[config.mk]
export PLATFORM = sky130hd
export DESIGN_NAME = bcz_cfg
export DESIGN_NICKNAME = d
export VERILOG_FILES = /design/src/hdl/bcz_pkg.sv /design/src/hdl/bcz_cfg.sv
export SDC_FILE = /design/constraint.sdc
export NUM_CORES = 1
export LEC_CHECK = 0
export BUFFER_PORTS_ARGS = -buffer_cell sky130_fd_sc_hd__buf_2
export CAP_MARGIN = 30
export CORE_ASPECT_RATIO = 1.5
export CORE_MARGIN = 2
export CORE_UTILIZATION = 51
export DETAILED_ROUTE_END_ITERATION = 10
export HOLD_SLACK_MARGIN = 0.06
export PLACE_DENSITY = 0.79
export SYNTH_ARGS = -nofsm -noshare
export SYNTH_HDL_FRONTEND = slang
export SYNTH_SLANG_ARGS = --single-unit
[constraint.sdc]
create_clock -name clk_i -period 0.9 [get_ports clk_i]
set_input_delay 0.18 -clock clk_i [delete_from_list [all_inputs] [get_ports clk_i]]
set_output_delay 0.18 -clock clk_i [all_outputs]
set_load 0.01 [all_outputs]
[src/hdl/bcz_pkg.sv]
package bcz_pkg;

  // fixed widths of the result fields
  localparam int POINT_W = 18;
  localparam int VEL_W   = 21;
  localparam int ACCEL_W = 23;

  // pipeline split: shared basis stages, then per-axis stages
  localparam int BASIS_STAGES = 3;
  localparam int AXIS_STAGES  = 3;
  localparam int NUM_STAGES   = BASIS_STAGES + AXIS_STAGES;

  localparam int CFG_IDX_W = 3;

  typedef enum logic [CFG_IDX_W-1:0] {
    REG_CTRL0_X,
    REG_CTRL0_Y,
    REG_CTRL1_X,
    REG_CTRL1_Y,
    REG_CTRL2_X,
    REG_CTRL2_Y,
    REG_CTRL3_X,
    REG_CTRL3_Y
  } cfg_reg_e;

  localparam int CTRL0_X_RESET = 50;
  localparam int CTRL0_Y_RESET = 100;
  localparam int CTRL1_X_RESET = 150;
  localparam int CTRL1_Y_RESET = 400;
  localparam int CTRL2_X_RESET = 250;
  localparam int CTRL2_Y_RESET = 100;
  localparam int CTRL3_X_RESET = 450;
  localparam int CTRL3_Y_RESET = 350;

endpackage

[src/hdl/bcz_cfg.sv]
module bcz_cfg import bcz_pkg::*; #(
  parameter int COORD_BITS = 10
) (
  input  logic                            clk_i,
  input  logic                            rst_ni,
  input  logic                            cfg_we_i,
  input  logic [CFG_IDX_W-1:0]            cfg_index_i,
  input  logic [COORD_BITS-1:0]           cfg_wdata_i,
  output logic [3:0][COORD_BITS-1:0]      ctrl_x_o,
  output logic [3:0][COORD_BITS-1:0]      ctrl_y_o
);

  logic [3:0][COORD_BITS-1:0] ctrl_x_q, ctrl_x_d;
  logic [3:0][COORD_BITS-1:0] ctrl_y_q, ctrl_y_d;

  always_comb begin
    ctrl_x_d = ctrl_x_q;
    ctrl_y_d = ctrl_y_q;
    if (cfg_we_i) begin
      unique case (cfg_reg_e'(cfg_index_i))
        REG_CTRL0_X: ctrl_x_d[0] = cfg_wdata_i;
        REG_CTRL0_Y: ctrl_y_d[0] = cfg_wdata_i;
        REG_CTRL1_X: ctrl_x_d[1] = cfg_wdata_i;
        REG_CTRL1_Y: ctrl_y_d[1] = cfg_wdata_i;
        REG_CTRL2_X: ctrl_x_d[2] = cfg_wdata_i;
        REG_CTRL2_Y: ctrl_y_d[2] = cfg_wdata_i;
        REG_CTRL3_X: ctrl_x_d[3] = cfg_wdata_i;
        REG_CTRL3_Y: ctrl_y_d[3] = cfg_wdata_i;
        default: begin
        end
      endcase
    end
  end

  always_ff @(posedge clk_i or negedge rst_ni) begin
    if (!rst_ni) begin
      ctrl_x_q[0] <= COORD_BITS'(CTRL0_X_RESET);
      ctrl_y_q[0] <= COORD_BITS'(CTRL0_Y_RESET);
      ctrl_x_q[1] <= COORD_BITS'(CTRL1_X_RESET);
      ctrl_y_q[1] <= COORD_BITS'(CTRL1_Y_RESET);
      ctrl_x_q[2] <= COORD_BITS'(CTRL2_X_RESET);
      ctrl_y_q[2] <= COORD_BITS'(CTRL2_Y_RESET);
      ctrl_x_q[3] <= COORD_BITS'(CTRL3_X_RESET);
      ctrl_y_q[3] <= COORD_BITS'(CTRL3_Y_RESET);
    end else begin
      ctrl_x_q <= ctrl_x_d;
      ctrl_y_q <= ctrl_y_d;
    end
  end

  assign ctrl_x_o = ctrl_x_q;
  assign ctrl_y_o = ctrl_y_q;

endmodule

# --- Word level (Yosys, flattened, before mapping) ---
# Cells that the tools add are included.
totals:
  ff_bits: 80
  latch_bits: 0
  ram_bits: 0
  rom_bits: 0
  in_bits: 16
  output_inout_bits: 80
  wordCells: 24
  n_memories: 0
classes:
  n_addsub: 0
  multipliers: 0
  div: 0
  n_lt_le_gt_ge: 0
  n_eq_ne: 7
  shift: 0
  muxes: 0
  bitwise_logic: 0
  reduce_logical: 9
op_table:
  columns: ["op", "count"]
  rows:
  - ["$reduce_and A2 Y1", 8]
  - ["$eq A3 B3 Y1 const B", 4]
  - ["$eq A3 B2 Y1 const B", 2]
  - ["$eq A3 B1 Y1 const B", 1]
  - ["$logic_not A3 Y1", 1]

# --- Depth between registers and ports, before layout ---
logic_depth:
  ltp_word: 2
  mapped_depth: 3
  ltp_nobuf: 2

# --- Worst setup path before layout ---
# OpenSTA, ideal clock, no wires.
synth_path:
  kind: "input -> register"
  from: "in cfg_index_i[1]"
  to: "reg ctrl_x_q, in the netlist ctrl_x_o[0]"
  setup_time_ns: 0.125
  t_arrival_ns: 0.945
  t_required_ns: 0.775
  slack_ns: -0.170
  cell_stages: 3
  n_path_buf: 1
  cell_sequence: "nor4b_2 buf_4 mux2_2"
synth_via:
  elab_chain_cells: 2
synth_lines:
  columns: ["item", "line", "rtl"]
  rows:
  - ["start, declared", "bcz_cfg.sv:7", "input logic [CFG_IDX_W-1:0] cfg_index_i,"]
  - ["$logic_not A3 Y1", "bcz_cfg.sv:20", "unique case (cfg_reg_e'(cfg_index_i))"]
  - ["$reduce_and A2 Y1 (no line)", null, null]
  - ["end signal, assigned", "bcz_cfg.sv:46", "ctrl_x_q <= ctrl_x_d;"]
  - ["end, declared", "bcz_cfg.sv:13", "logic [3:0][COORD_BITS-1:0] ctrl_x_q, ctrl_x_d;"]
# No other way between the ends.
# A chain may end at the register's enable or synchronous reset.

# --- Final worst setup path ---
layout_path:
  from: "reg ctrl_y_q, in the netlist ctrl_y_o[5]"
  to: "out ctrl_y_o[5] in the netlist's numbering"
layout_rtl:
  columns: ["item", "line", "rtl"]
  rows:
  - ["start, declared", "bcz_cfg.sv:14", "logic [3:0][COORD_BITS-1:0] ctrl_y_q, ctrl_y_d;"]
  - ["start signal, assigned", "bcz_cfg.sv:47", "ctrl_y_q <= ctrl_y_d;"]
  - ["end, declared", "bcz_cfg.sv:10", "output logic [3:0][COORD_BITS-1:0] ctrl_y_o"]
# No word-level cell between the ends.

==> flow_metrics.tcl <==
set metrics [dict create \
    slew_headroom_pct 81.0 \
    htree_levels 3 \
    antenna_found_initial 0 \
    cp_top_family "flip-flops" \
    setup_viol 91 \
    gp_routability_congestion 0.745 \
    synth.distinct_cells 11 \
    die-area_sq_mm 0.00694 \
    fin_skew_ps 0 \
    ys_warn_count 0 \
    cp.arrival_ps 1040 \
    nFillCells 359 \
    avgSynthCellArea_sq_um 18.3 \
    tightest_slew_ps 284 \
    cts_root_buffer "clkbuf_8" \
    cts.sinks 80 \
    final_cell_mix "buf_6 (54), buf_2 (50), dfrtp_1 (48)" \
    diodes 0 \
    worstHoldPathType "in2reg" \
    core_area_sq_mm 0.00613 \
    post-route-period-util_pct 135 \
    hold_viol_final 0 \
    placementRows 35 \
    grt_pass1_wl_um 11300 \
    grt_pass1_vias 2149 \
    grt_max_degree 23 \
    crit_end "ctrl_y_o[5]" \
    powerDensity_mw_per_mm2 2430 \
    via_count 2040 \
    synth_area_leaders "dfrtp_1 (38%), dfstp_2 (26%), mux2_2 (18%)" \
    cp_slowest_cell "dfstp_2" \
    cts_tree "built" \
    critPathMaxStageDelay_ps 570 \
    crit_chain "buf_6" \
    wl_per_cell_um 19.0 \
    placed_cell_area_sq_mm 0.00401 \
    setup_ws_ps -316 \
    hpwl_um 5010 \
    crit_buf_inv 1 \
    rsz0062_at_grt "true" \
    r2r-end "ctrl_x_o[17]" \
    crit_fanout 2 \
    io_buffer_count 95 \
    reg2reg_slack_ps -50 \
    vias_per_cell 5.07 \
    final_common_cell "buf_6" \
    layout-drive-gt1-share_pct 83.2 \
    violations "negative setup slack" \
    clock_latency_ps 350 \
    cts_buffer_depth 2 \
    reg2reg_from "ctrl_x_o[17]" \
    track_usage_pct 23.0 \
    netlist_area_sq_mm 0.00320 \
    pre_cts_ws_ps -435 \
    end_kind "output port" \
    stdcell_area_sq_mm 0.00476 \
    required_ps 720 \
    startpoint "ctrl_y_o[5]" \
    grt_overflow 0 \
    max_freq_mhz 822 \
    syn2layout_area_growth_pct 48.5 \
    crit_type "reg2out" \
    yosys.area.top_type_share_pct 37.5 \
    die_w_um 68.7 \
    yosysTopAreaCell "dfrtp_1" \
    start_util_pct 52.2 \
    drc_errors 0 \
    power.leakage_nw 2.27 \
    period_needed_ps 1220 \
    dr.pass1.iters 4 \
    r2r_cells 3 \
    fin_util_pct 77.6 \
    ant_nets 0 \
    syn_inst 175 \
    synth-seq-area-share_pct 63.7 \
    status "finished with violations" \
    wirelength_um 7620 \
    syn_nets 191 \
    drt_iter0_markers 112 \
    cp.depth 1 \
    cts_buffers 9 \
    nets 339 \
    maxSlewViolCount 0 \
    pin_count 96 \
    ys_seq_elements 80 \
    max_cap_violations 0 \
    clkTransAtPathRegs_ps 90 \
    cp-start-kind "flip-flop" \
    vdd_ir_drop_max_v 0.00159 \
    die_height_um 101 \
]
==> state kept, by name, indices dropped and copies added (netlist names) <==
register,count
ctrl_x_o,40
ctrl_y_o,40
==> per-layer routing <==
layer  global-route usage, %  part of all wire [%]  vias to the layer above
met5                       0                     0                        -
met4                    8.75                   1.7                        0
met3                    4.92                   3.5                       11
met2                    37.4                    53                       53
met1                    29.9                    42                     1052
li1                        -                     -                      924
==> stage by stage <==
step	total power [mW]	hold slack, ps	std cells	setup TNS [ps]
after CTS	11.4	148	395	-17640
after global routing	12.1	163	402	-19850
after global placement	7.61	58.0	359	-24920
after detailed placement	7.68	58.1	359	-26320
after floorplan	6.44	-116	175	-4580
final	11.6	157	402	-16960
==> synth_stat cells <==
cell type   n
and4bb_1    3
mux2_2     50
nand4_2     1
buf_6       3
mux2_4     30
buf_4       1
nand4b_1    3
dfstp_2    32
buf_2       3
dfrtp_1    48
nor4b_2     1
==> cell families after synthesis <==
logic type | Yosys count | share of synthesized area, %
AND/OR/NAND/NOR | 8 | 2.85
flip-flops | 80 | 63.8
buffers and inverters | 7 | 1.76
multiplexers | 80 | 31.6
==> report_power, final <==
part / leakage (nW) / switching, mW / internal (mW)
Sequential: 0.912 / 0.538 / 4.63
Clock: 0.114 / 1.36 / 1.57
Combinational: 1.24 / 1.24 / 2.24
Total: 2.27 / 3.14 / 8.44
==> worst min-delay path by stage <==
stage | cells past startpoint | end | slack [ps] | from
6_report | 2 | ctrl_y_o[6] | 160 | cfg_wdata_i[6]
3_3_place_gp | 1 | ctrl_x_o[7] | 60 | rst_ni
4_1_cts | 2 | ctrl_y_o[6] | 150 | cfg_wdata_i[6]
2_1_floorplan | 0 | ctrl_x_o[0] | -120 | rst_ni
3_5_place_dp | 1 | ctrl_x_o[7] | 60 | rst_ni
5_1_grt | 2 | ctrl_x_o[26] | 160 | cfg_wdata_i[6]
==> area by class of cell <==
cell class	instances	area, sq um	share of cell area, %
clock inverters	7	92.6	1.95
flip-flops and latches	80	2040	42.9
repair buffers	144	1260	26.5
multi-input cells	88	1140	24.0
clock buffers	9	124	2.60
well taps	74	92.6	1.95
==> what timing repair did <==
action / CTS / global route
setup buffers: 19 / 12
resized for setup: 44 / 19
pin swaps: 1 / 1
endpoints found under the hold margin: 49 / 0
endpoints found under the setup margin: 87 / 95
hold buffers: 1 / 0
Note: power is estimated with default switching activity, not from simulation.
